**src/rtl/ufp_pkg.sv**
```systemverilog
// shared types, register codes and reset values for the frame parser
`default_nettype none

package ufp_pkg;

    localparam int unsigned BYTE_W = 8;
    localparam int unsigned IDX_W  = 3;

    localparam logic [IDX_W-1:0] REG_START_FIRST   = 3'd0;
    localparam logic [IDX_W-1:0] REG_START_SECOND  = 3'd1;
    localparam logic [IDX_W-1:0] REG_TRAILER_VALUE = 3'd2;
    localparam logic [IDX_W-1:0] REG_MAX_PAYLOAD   = 3'd3;
    localparam logic [IDX_W-1:0] REG_LEFT_TYPE     = 3'd4;
    localparam logic [IDX_W-1:0] REG_RIGHT_TYPE    = 3'd5;

    localparam logic [BYTE_W-1:0] RST_START_FIRST   = 8'h55;
    localparam logic [BYTE_W-1:0] RST_START_SECOND  = 8'hAA;
    localparam logic [BYTE_W-1:0] RST_TRAILER_VALUE = 8'h45;
    localparam logic [BYTE_W-1:0] RST_MAX_PAYLOAD   = 8'd23;
    localparam logic [BYTE_W-1:0] RST_LEFT_TYPE     = 8'd2;
    localparam logic [BYTE_W-1:0] RST_RIGHT_TYPE    = 8'd3;

    localparam logic [BYTE_W-1:0] SECOND_MASK = 8'hFE;

    typedef enum logic [2:0] {
        PH_HUNT    = 3'd0,
        PH_SECOND  = 3'd1,
        PH_TYPE    = 3'd2,
        PH_LENGTH  = 3'd3,
        PH_DATA    = 3'd4,
        PH_TRAILER = 3'd5
    } phase_t;

    typedef struct packed {
        logic [BYTE_W-1:0] start_first;
        logic [BYTE_W-1:0] start_second;
        logic [BYTE_W-1:0] trailer_value;
        logic [BYTE_W-1:0] max_payload;
        logic [BYTE_W-1:0] left_type;
        logic [BYTE_W-1:0] right_type;
    } cfg_t;

    typedef struct packed {
        logic              header_error;
        logic              payload_valid;
        logic [BYTE_W-1:0] payload_byte;
        logic              frame_end;
        logic              frame_good;
        logic [BYTE_W-1:0] frame_type;
        logic              relay_left;
        logic              relay_right;
    } result_t;

endpackage

`default_nettype wire

```
**src/rtl/uart_frame_parser_relay_toggle.sv**
```systemverilog
// frame parser with two toggle relays: top level
//
// input channel: one received serial byte per request on rx_byte, taken at a
// clock edge where in_valid is high and in_stall is low.
// output channel: exactly one result per input byte, in order, on the result
// ports, taken at an edge where out_valid is high and out_stall is low.
// configuration: cfg_we writes cfg_data into register cfg_index at the edge;
// indexes beyond the register list are ignored. write only while idle.
// data path: a byte taken at an edge sits in the input register until the
// parser takes it, and its result is then loaded into the output register,
// from which it shows on the result ports.
// throughput: one byte per cycle while the receiver is not stalling; the frame
// state update between the input and result registers is combinational.
// stall: while out_stall holds a result, the input register keeps its byte
// and in_stall rises once that register is full; nothing is lost or repeated.
// reset: hunting for the first start byte, both relays off, registers at
// their default values, both channels empty.
`default_nettype none

module uart_frame_parser_relay_toggle (
    input  wire logic                        clk,
    input  wire logic                        rst_n,
    input  wire logic                        in_valid,
    output logic                             in_stall,
    input  wire logic [ufp_pkg::BYTE_W-1:0]  rx_byte,
    output logic                             out_valid,
    input  wire logic                        out_stall,
    output logic                             header_error,
    output logic                             payload_valid,
    output logic [ufp_pkg::BYTE_W-1:0]       payload_byte,
    output logic                             frame_end,
    output logic                             frame_good,
    output logic [ufp_pkg::BYTE_W-1:0]       frame_type,
    output logic                             relay_left,
    output logic                             relay_right,
    input  wire logic                        cfg_we,
    input  wire logic [ufp_pkg::IDX_W-1:0]   cfg_index,
    input  wire logic [ufp_pkg::BYTE_W-1:0]  cfg_data
);

    ufp_pkg::cfg_t              cfg;
    ufp_pkg::result_t           res;
    logic                       s_valid;
    logic [ufp_pkg::BYTE_W-1:0] s_byte;
    logic                       take;

    ufp_cfg_regs u_cfg (
        .clk       (clk),
        .rst_n     (rst_n),
        .cfg_we    (cfg_we),
        .cfg_index (cfg_index),
        .cfg_data  (cfg_data),
        .cfg       (cfg)
    );

    ufp_in_stage u_in (
        .clk      (clk),
        .rst_n    (rst_n),
        .in_valid (in_valid),
        .in_stall (in_stall),
        .rx_byte  (rx_byte),
        .take     (take),
        .s_valid  (s_valid),
        .s_byte   (s_byte)
    );

    ufp_parser u_parser (
        .clk       (clk),
        .rst_n     (rst_n),
        .cfg       (cfg),
        .s_valid   (s_valid),
        .s_byte    (s_byte),
        .take      (take),
        .out_valid (out_valid),
        .out_stall (out_stall),
        .res       (res)
    );

    assign header_error  = res.header_error;
    assign payload_valid = res.payload_valid;
    assign payload_byte  = res.payload_byte;
    assign frame_end     = res.frame_end;
    assign frame_good    = res.frame_good;
    assign frame_type    = res.frame_type;
    assign relay_left    = res.relay_left;
    assign relay_right   = res.relay_right;

endmodule

`default_nettype wire

```
**src/rtl/ufp_cfg_regs.sv**
```systemverilog
// configuration register bank with plain write port
`default_nettype none

module ufp_cfg_regs (
    input  wire logic                        clk,
    input  wire logic                        rst_n,
    input  wire logic                        cfg_we,
    input  wire logic [ufp_pkg::IDX_W-1:0]   cfg_index,
    input  wire logic [ufp_pkg::BYTE_W-1:0]  cfg_data,
    output ufp_pkg::cfg_t                    cfg
);

    ufp_pkg::cfg_t cfg_reg;
    ufp_pkg::cfg_t cfg_next;

    always_comb
    begin
        cfg_next = cfg_reg;
        if (cfg_we)
        begin
            case (cfg_index)
                ufp_pkg::REG_START_FIRST:   cfg_next.start_first   = cfg_data;
                ufp_pkg::REG_START_SECOND:  cfg_next.start_second  = cfg_data;
                ufp_pkg::REG_TRAILER_VALUE: cfg_next.trailer_value = cfg_data;
                ufp_pkg::REG_MAX_PAYLOAD:   cfg_next.max_payload   = cfg_data;
                ufp_pkg::REG_LEFT_TYPE:     cfg_next.left_type     = cfg_data;
                ufp_pkg::REG_RIGHT_TYPE:    cfg_next.right_type    = cfg_data;
                default:                    cfg_next = cfg_reg;
            endcase
        end
    end

    always_ff @(posedge clk or negedge rst_n)
    begin
        if (!rst_n)
        begin
            cfg_reg.start_first   <= ufp_pkg::RST_START_FIRST;
            cfg_reg.start_second  <= ufp_pkg::RST_START_SECOND;
            cfg_reg.trailer_value <= ufp_pkg::RST_TRAILER_VALUE;
            cfg_reg.max_payload   <= ufp_pkg::RST_MAX_PAYLOAD;
            cfg_reg.left_type     <= ufp_pkg::RST_LEFT_TYPE;
            cfg_reg.right_type    <= ufp_pkg::RST_RIGHT_TYPE;
        end
        else
        begin
            cfg_reg <= cfg_next;
        end
    end

    assign cfg = cfg_reg;

endmodule

`default_nettype wire

```
**src/rtl/ufp_in_stage.sv**
```systemverilog
// input register stage for received bytes
`default_nettype none

module ufp_in_stage (
    input  wire logic                        clk,
    input  wire logic                        rst_n,
    input  wire logic                        in_valid,
    output logic                             in_stall,
    input  wire logic [ufp_pkg::BYTE_W-1:0]  rx_byte,
    input  wire logic                        take,
    output logic                             s_valid,
    output logic [ufp_pkg::BYTE_W-1:0]       s_byte
);

    logic                       valid_reg;
    logic                       valid_next;
    logic [ufp_pkg::BYTE_W-1:0] byte_reg;
    logic                       load;

    // stage may refill whenever it is empty or its request moves on
    assign in_stall   = valid_reg && !take;
    assign load       = in_valid && !in_stall;
    assign valid_next = load ? 1'b1 : (take ? 1'b0 : valid_reg);

    always_ff @(posedge clk or negedge rst_n)
    begin
        if (!rst_n)
        begin
            valid_reg <= 1'b0;
        end
        else
        begin
            valid_reg <= valid_next;
        end
    end

    always_ff @(posedge clk)
    begin
        if (load)
        begin
            byte_reg <= rx_byte;
        end
    end

    assign s_valid = valid_reg;
    assign s_byte  = byte_reg;

endmodule

`default_nettype wire

```
**src/rtl/ufp_parser.sv**
```systemverilog
// frame state machine, relay levels and result register
`default_nettype none

module ufp_parser (
    input  wire logic                        clk,
    input  wire logic                        rst_n,
    input  wire ufp_pkg::cfg_t               cfg,
    input  wire logic                        s_valid,
    input  wire logic [ufp_pkg::BYTE_W-1:0]  s_byte,
    output logic                             take,
    output logic                             out_valid,
    input  wire logic                        out_stall,
    output ufp_pkg::result_t                 res
);

    ufp_pkg::phase_t            phase_reg;
    ufp_pkg::phase_t            phase_next;
    logic [ufp_pkg::BYTE_W-1:0] count_reg;
    logic [ufp_pkg::BYTE_W-1:0] count_next;
    logic [ufp_pkg::BYTE_W-1:0] count_inc;
    logic [ufp_pkg::BYTE_W-1:0] second_reg;
    logic [ufp_pkg::BYTE_W-1:0] second_next;
    logic [ufp_pkg::BYTE_W-1:0] type_reg;
    logic [ufp_pkg::BYTE_W-1:0] type_next;
    logic [ufp_pkg::BYTE_W-1:0] length_reg;
    logic [ufp_pkg::BYTE_W-1:0] length_next;
    logic                       left_reg;
    logic                       left_next;
    logic                       right_reg;
    logic                       right_next;
    logic                       out_valid_reg;
    logic                       out_valid_next;
    ufp_pkg::result_t           res_reg;
    ufp_pkg::result_t           res_next;
    logic                       out_free;
    logic                       header_bad;

    assign out_free       = !out_valid_reg || !out_stall;
    assign take           = s_valid && out_free;
    assign out_valid_next = take ? 1'b1 : (out_stall ? out_valid_reg : 1'b0);
    assign count_inc      = count_reg + 8'd1;
    assign header_bad     = ((second_reg & ufp_pkg::SECOND_MASK)
                             != (cfg.start_second & ufp_pkg::SECOND_MASK))
                            || (s_byte > cfg.max_payload);

    always_comb
    begin
        phase_next  = phase_reg;
        count_next  = count_reg;
        second_next = second_reg;
        type_next   = type_reg;
        length_next = length_reg;
        left_next   = left_reg;
        right_next  = right_reg;
        res_next    = '0;

        case (phase_reg)
            ufp_pkg::PH_SECOND:
            begin
                second_next = s_byte;
                phase_next  = ufp_pkg::PH_TYPE;
            end
            ufp_pkg::PH_TYPE:
            begin
                type_next  = s_byte;
                phase_next = ufp_pkg::PH_LENGTH;
            end
            ufp_pkg::PH_LENGTH:
            begin
                length_next = s_byte;
                if (header_bad)
                begin
                    res_next.header_error = 1'b1;
                    phase_next            = ufp_pkg::PH_HUNT;
                end
                else if (s_byte == '0)
                begin
                    phase_next = ufp_pkg::PH_TRAILER;
                end
                else
                begin
                    count_next = '0;
                    phase_next = ufp_pkg::PH_DATA;
                end
            end
            ufp_pkg::PH_DATA:
            begin
                res_next.payload_valid = 1'b1;
                res_next.payload_byte  = s_byte;
                count_next             = count_inc;
                if (count_inc == length_reg)
                begin
                    phase_next = ufp_pkg::PH_TRAILER;
                end
            end
            ufp_pkg::PH_TRAILER:
            begin
                res_next.frame_end  = 1'b1;
                res_next.frame_type = type_reg;
                if (s_byte == cfg.trailer_value)
                begin
                    res_next.frame_good = 1'b1;
                    if (type_reg == cfg.left_type)
                    begin
                        left_next = !left_reg;
                    end
                    if (type_reg == cfg.right_type)
                    begin
                        right_next = !right_reg;
                    end
                end
                phase_next = ufp_pkg::PH_HUNT;
            end
            default:
            begin
                // unused codes hunt as well
                if (s_byte == cfg.start_first)
                begin
                    phase_next = ufp_pkg::PH_SECOND;
                end
                else
                begin
                    phase_next = ufp_pkg::PH_HUNT;
                end
            end
        endcase

        res_next.relay_left  = left_next;
        res_next.relay_right = right_next;
    end

    always_ff @(posedge clk or negedge rst_n)
    begin
        if (!rst_n)
        begin
            phase_reg     <= ufp_pkg::PH_HUNT;
            count_reg     <= '0;
            second_reg    <= '0;
            type_reg      <= '0;
            length_reg    <= '0;
            left_reg      <= 1'b0;
            right_reg     <= 1'b0;
            out_valid_reg <= 1'b0;
        end
        else
        begin
            out_valid_reg <= out_valid_next;
            if (take)
            begin
                phase_reg  <= phase_next;
                count_reg  <= count_next;
                second_reg <= second_next;
                type_reg   <= type_next;
                length_reg <= length_next;
                left_reg   <= left_next;
                right_reg  <= right_next;
            end
        end
    end

    always_ff @(posedge clk)
    begin
        if (take)
        begin
            res_reg <= res_next;
        end
    end

    assign out_valid = out_valid_reg;
    assign res       = res_reg;

`ifndef NO_ASSERTIONS
    a_data_in_range: assert property (@(posedge clk) disable iff (!rst_n)
        phase_reg == ufp_pkg::PH_DATA |-> length_reg != '0 && count_reg < length_reg)
        else $error("payload count outside frame length");

    a_left_on_good: assert property (@(posedge clk) disable iff (!rst_n)
        !$stable(left_reg) |-> out_valid_reg && res_reg.frame_good)
        else $error("left relay moved without a good frame");

    a_right_on_good: assert property (@(posedge clk) disable iff (!rst_n)
        !$stable(right_reg) |-> out_valid_reg && res_reg.frame_good)
        else $error("right relay moved without a good frame");

    a_one_kind: assert property (@(posedge clk) disable iff (!rst_n)
        out_valid_reg |-> $onehot0({res_reg.header_error, res_reg.payload_valid,
                                    res_reg.frame_end}))
        else $error("result marks more than one kind of byte");

    a_relay_mirror: assert property (@(posedge clk) disable iff (!rst_n)
        out_valid_reg |-> res_reg.relay_left == left_reg
                          && res_reg.relay_right == right_reg)
        else $error("shown relay level differs from held level");
`endif

endmodule

`default_nettype wire

```
**config.mk**
```make
export PLATFORM = sky130hd
export DESIGN_NAME = uart_frame_parser_relay_toggle
export DESIGN_NICKNAME = d
export VERILOG_FILES = /design/src/rtl/ufp_pkg.sv /design/src/rtl/uart_frame_parser_relay_toggle.sv /design/src/rtl/ufp_cfg_regs.sv /design/src/rtl/ufp_in_stage.sv /design/src/rtl/ufp_parser.sv
export SDC_FILE = /design/constraint.sdc
export NUM_CORES = 1
export LEC_CHECK = 0
export ABC_AREA = 1
export BUFFER_PORTS_ARGS = -buffer_cell sky130_fd_sc_hd__buf_2
export CORE_MARGIN = 8
export CORE_UTILIZATION = 41
export CTS_CLUSTER_DIAMETER = 40
export CTS_CLUSTER_SIZE = 28
export DETAILED_ROUTE_END_ITERATION = 16
export GPL_TIMING_DRIVEN = 0
export PLACE_DENSITY = 0.65
export SYNTH_ARGS = -nofsm -noshare
export SYNTH_HDL_FRONTEND = slang
export SYNTH_SLANG_ARGS = --single-unit
```
**constraint.sdc**
```tcl
create_clock -name clk -period 1.79 [get_ports clk]
set_input_delay 0.179 -clock clk [delete_from_list [all_inputs] [get_ports clk]]
set_output_delay 0.179 -clock clk [all_outputs]
set_load 0.005 [all_outputs]
```
After elaboration in Yosys (flattened, before gate mapping)
Index checks and enable logic that the tools add are counted.
- add/subtract/negate cells: 1
- magnitude comparators: 1
- reductions and logical operators: 26
- multiplexer cells: 22
- equality and inequality tests: 20
- operators with widths (cell ; count):
    8-bit == test ; 5
    2-bit AND reduction ; 10
    8-bit 2-to-1 mux ; 2
    8-bit case mux with 2 select lines ; 1
    3-bit case mux with 5 select lines ; 1
    1-bit 2-to-1 mux ; 14
    3-bit by 2-bit == test with 1-bit output, second input constant ; 4
    3-bit == test, second input constant ; 4
    10-bit 2-to-1 mux ; 1
    9-bit 2-to-1 mux ; 1
    8-bit by 1-bit adder with 8-bit output, second input constant ; 1
    8-bit greater-than comparator ; 1
    8-bit logical NOT ; 1
    7-bit != test ; 1
    3-bit by 1-bit == test with 1-bit output, second input constant ; 2
    1-bit logical NOT ; 6
    3-bit 2-to-1 mux ; 2
    2-bit by 1-bit != test with 1-bit output, second input constant ; 2
    2-bit != test, second input constant ; 2
    4-bit AND reduction ; 1
    2-bit nonzero test ; 2
    1-bit logical AND ; 3
    3-bit logical NOT ; 1
    1-bit logical OR ; 2
- bits of input ports: 24
- logic and storage cells: 94
- flip-flop bits (word level): 117

Longest topological paths before layout
- word-level depth: 8
- mapped depth: 15
- gate-level depth less buffers: 14

Cells and area by module
Synthesis repeated with hierarchy kept, for this count alone.
- cell total of the unflattened synthesis: 633
- area, all modules: 5611.6 µm²
- modules (own cells, without submodules) (module ; cells each ; instances ; area an instance (µm²)):
    ufp_parser ; 401 ; 1 ; 3354.5
    ufp_cfg_regs ; 217 ; 1 ; 1959.4
    ufp_in_stage ; 15 ; 1 ; 297.8

Least setup slack after synthesis
Ideal clock, no wire load.
- path kind: reg-to-reg
- start point: register u_cfg.cfg_reg (netlist bit u_cfg.cfg[17])
- end point: register u_parser.count_reg[6] (netlist bit)
- cell stages (with the launch flop): 16
- library setup time: 0.121 ns
- path slack: 0.001 ns
- required time: 1.669 ns
- path buffers: 1
- arrival: 1.669 ns
- clock period less this slack: 1.789 ns
- cell sequence: dfstp_2 -> inv_1 -> ha_1 -> inv_1 -> o21bai_1 -> nand2_1 -> nand2_1 -> nand2_1 -> nand2_1 -> nand2_1 -> nand2_1 -> nand2_1 -> nand3_2 -> buf_6 -> nand2_1 -> o21ai_1
- longest elaborated chain between the ends: 4
- RTL lines (what ; line ; text):
    from (decl) ; ufp_cfg_regs.sv:13 ; ufp_pkg::cfg_t cfg_reg;
    from (signal assigned) ; ufp_cfg_regs.sv:46 ; cfg_reg <= cfg_next;
    8-bit greater-than comparator ; ufp_parser.sv:44 ; || (s_byte > cfg.max_payload);
    1-bit logical OR ; ufp_parser.sv:44 ;
    2-bit != test (no line) ; -- ;
    4-bit AND reduction (no line) ; -- ;
    to (signal assigned) ; ufp_parser.sv:151 ; count_reg <= count_next;
    to (decl) ; ufp_parser.sv:18 ; logic [ufp_pkg::BYTE_W-1:0] count_reg;
Every way passes these cells.
A chain may end at the register's enable or synchronous reset.

Worst setup path after layout
- start point: register u_cfg.cfg_reg (netlist bit u_cfg.cfg[17])
- end point: register u_parser.count_reg[1] (netlist bit)
The elaborated chain is that of the path after synthesis.

==> impl_metrics.ini <==
[yosys]
async_flop_share_pct = 73.9
synth_edf_count = 30
muxShareOfSynthArea_pct = 0
synth-seq-area-share_pct = 56.5
ys_warn_count = 0
synth_common_cells = nand2_1 (159), o21ai_0 (78), dfrtp_1 (67)
synth_area_leaders = dfrtp_1 (31%), edfxtp_1 (17%), nand2_1 (11%), dfstp_2 (8.8%), o21ai_0 (7.2%)
post-synth-top-area-fraction_pct = 31.0
syn_nets = 623
synthMostInstantiatedCell = nand2_1
synth_top_area_cell = dfrtp_1
synth.avg_cell_area_sq_um = 9.15
synth_xor_area_share_pct = 5.84
ys.flop_type = dfrtp_1
yosys.area_share.simple_pct = 21.5
ys_ff_latch = 115
syn_area_sq_mm = 0.00540
synth_top_family_by_area = simple AND/OR/NAND/NOR gates
synth_compound_area_share_pct = 8.41
synthCells = 590
synthAdderAreaFrac_pct = 2.08
synth_cell_types = 35

[global_routing]
antenna_found_initial = 0
grt_pass1_wl_um = 21500
grt_use_total_pct = 16.5
grt_max_degree = 67
grt_overflow = 0
grt_pass1_vias = 4371

[layout]
final_util_pct = 53.6
multi_input_area_sq_mm = 0.00224
n_antenna_cell = 0
final_nets = 730
drive_above_1_share_pct = 26.1
regArea_sq_mm = 0.00305
largest_reg_flops = 47
area_delta_synth_final_pct = 29.2
num-fill-cells = 1189

[critical_path]
end_kind = flip-flop
arrival_ns = 2.21
cp-start-kind = flip-flop
crit_path_max_fanout = 8
worst-setup-path-type = reg2reg
required_ns = 2.09

[routing]
ant_nets = 0
drt-initial-drc-count = 242
viasPerCell = 5.02
num_vias = 4449
routed_wl_um = 13400
wl_per_cell_um = 15.2
drc = 0
drt_first_pass_iters = 5

[clocking]
clk_latency_ns = 0.41
cts_tree = built
cts_buffers = 17
root_buffer = clkbuf_16
path_clk_slew_ns = 0.05
cts_sinks = 115
htreeDepth = 4
clock_path_buffers = 2

[floorplanning]
rows = 42
initial_core_util_pct = 41.4
die_width_um = 131
die-area_sq_mm = 0.0171
boundaryPins = 48
fp.dieH_um = 131
coreArea_sq_mm = 0.0130

[pwr]
power_frac_seq_pct = 43.9
intPower_w = 0.00607
swShare_pct = 29.9
leakagePower_nw = 3.17
peakVddDrop_mv = 0.736
pwr-share-comb_pct = 21.4
clkPwrFrac_pct = 34.7
power_per_cell_area_mw_per_mm2 = 1240
p_switching_w = 0.00259
finalPower_w = 0.00867

[sta]
grt_setup_unrepaired = yes
fin_crit_sh_pct = 107
min_period_ns = 1.91
fmax_ghz = 0.523
slew_headroom_pct = 74.2
finalSetupTns_ns = -1.32
slew_violations = 0
worst_pin_slew_ns = 0.384
setup_viol = 13
worst_slack_ns = -0.121
hold_violations = 0
skew_ns = 0.00832

[run_status]
outcome = finished, violations left
failed_checks = setup timing

[placement]
post-dp-hpwl_um = 9100
gp_congestion = 0.836
portBuffers = 47

[job]
max_cap_viol_count = 0

[hold_path]
hp-class = in2reg
[cell usage in the layout (no fill, tap or decap), types with 10 or more instances in the layout]
cell / count
dfstp_2: 18
clkbuf_16: 17
inv_1: 50
inv_2: 14
buf_2: 49
xnor2_1: 29
dfrtp_1: 65
edfxtp_1: 30
nand3_1: 33
nand4_1: 10
o21ai_0: 70
nor2_1: 34
dlygate4sd3_1: 11
clkbuf_1: 13
buf_4: 23
nand2_1: 148
[critical path, cell delays in order (launching register included)]
cell      delay, ns
dfstp_2        0.54
inv_2          0.04
ha_4           0.26
inv_2          0.02
o21bai_1       0.12
nand2_1        0.06
nand2_1        0.06
nand2_1        0.05
nand2_1        0.06
nand2_2        0.10
nand2_4        0.09
nand2_4        0.05
nand3_4        0.11
buf_6          0.16
o21ai_2        0.06
[stage by stage]
stage	setup WS [ns]	hold slack [ns]	cell area [sq um]	std cells
6_report	-0.121	0.152	6980	886
5_1_grt	-0.259	0.123	6980	886
3_3_place_gp	-0.235	0.355	5860	813
4_1_cts	-0.124	0.125	6680	869
3_5_place_dp	-0.331	0.0908	5890	814
2_1_floorplan	0.000628	-0.117	5400	590
[power groups by stage]
stage          Clock [W]  Combinational (W)  Sequential [W]
2_1_floorplan          0            0.00122         0.00369
3_3_place_gp           0            0.00152         0.00380
3_5_place_dp           0            0.00160         0.00383
4_1_cts          0.00304            0.00171         0.00380
5_1_grt          0.00321            0.00212         0.00388
6_report         0.00301            0.00185         0.00381
[layout make-up]
cell class	instances	area share [%]
Multi-Input combinational cell	397	32.1
Sequential cell	115	43.7
Inverter	66	3.66
Timing Repair Buffer	88	8.78
Buffer	12	1.06
Tap cell	176	3.15
Clock buffer	24	6.61
Clock inverter	8	0.878
[path summary, 6_finish.rpt]
kind | slack [ns] | end | cells after the start | start
min in group asynchronous | 0.21 | u_parser.count_reg[5] | 2 | rst_n
max | -0.12 | u_parser.count_reg[1] | 14 | u_cfg.cfg[17]
min | 0.15 | u_cfg.cfg[16] | 3 | cfg_data[0]
min reg2reg | 0.49 | u_cfg.cfg[19] | 2 | u_cfg.cfg[19]
max in group asynchronous | 0.92 | u_cfg.cfg[24] | 3 | rst_n
max reg2reg | -0.12 | u_parser.count_reg[1] | 14 | u_cfg.cfg[17]
[kinds of logic after synthesis]
group | count (synthesis)
compound gates | 88
buf+inv | 78
simple gates | 264
fa+ha+maj | 9
xor+xnor | 36
flops | 115
[layer usage]
| layer | global-route usage (%) | vias up | part of all wire (%) |
|---|---|---|---|
| li1 | - | 2140 | - |
| met3 | 5.03 | 26 | 6.0 |
| met4 | 6.89 | 0 | 1.7 |
| met5 | 0 | - | 0 |
| met2 | 26.5 | 139 | 48 |
| met1 | 20.2 | 2144 | 44 |
[what timing repair did]
item	in CTS	in global routing
hold buffers	11	0
cloned	2	0
setup endpoints to repair	36	39
endpoints found under the hold margin	29	0
pin swaps	7	31
buffers inserted	10	18
gates resized for setup	26	55
Note: power is estimated with default switching activity, not from simulation.
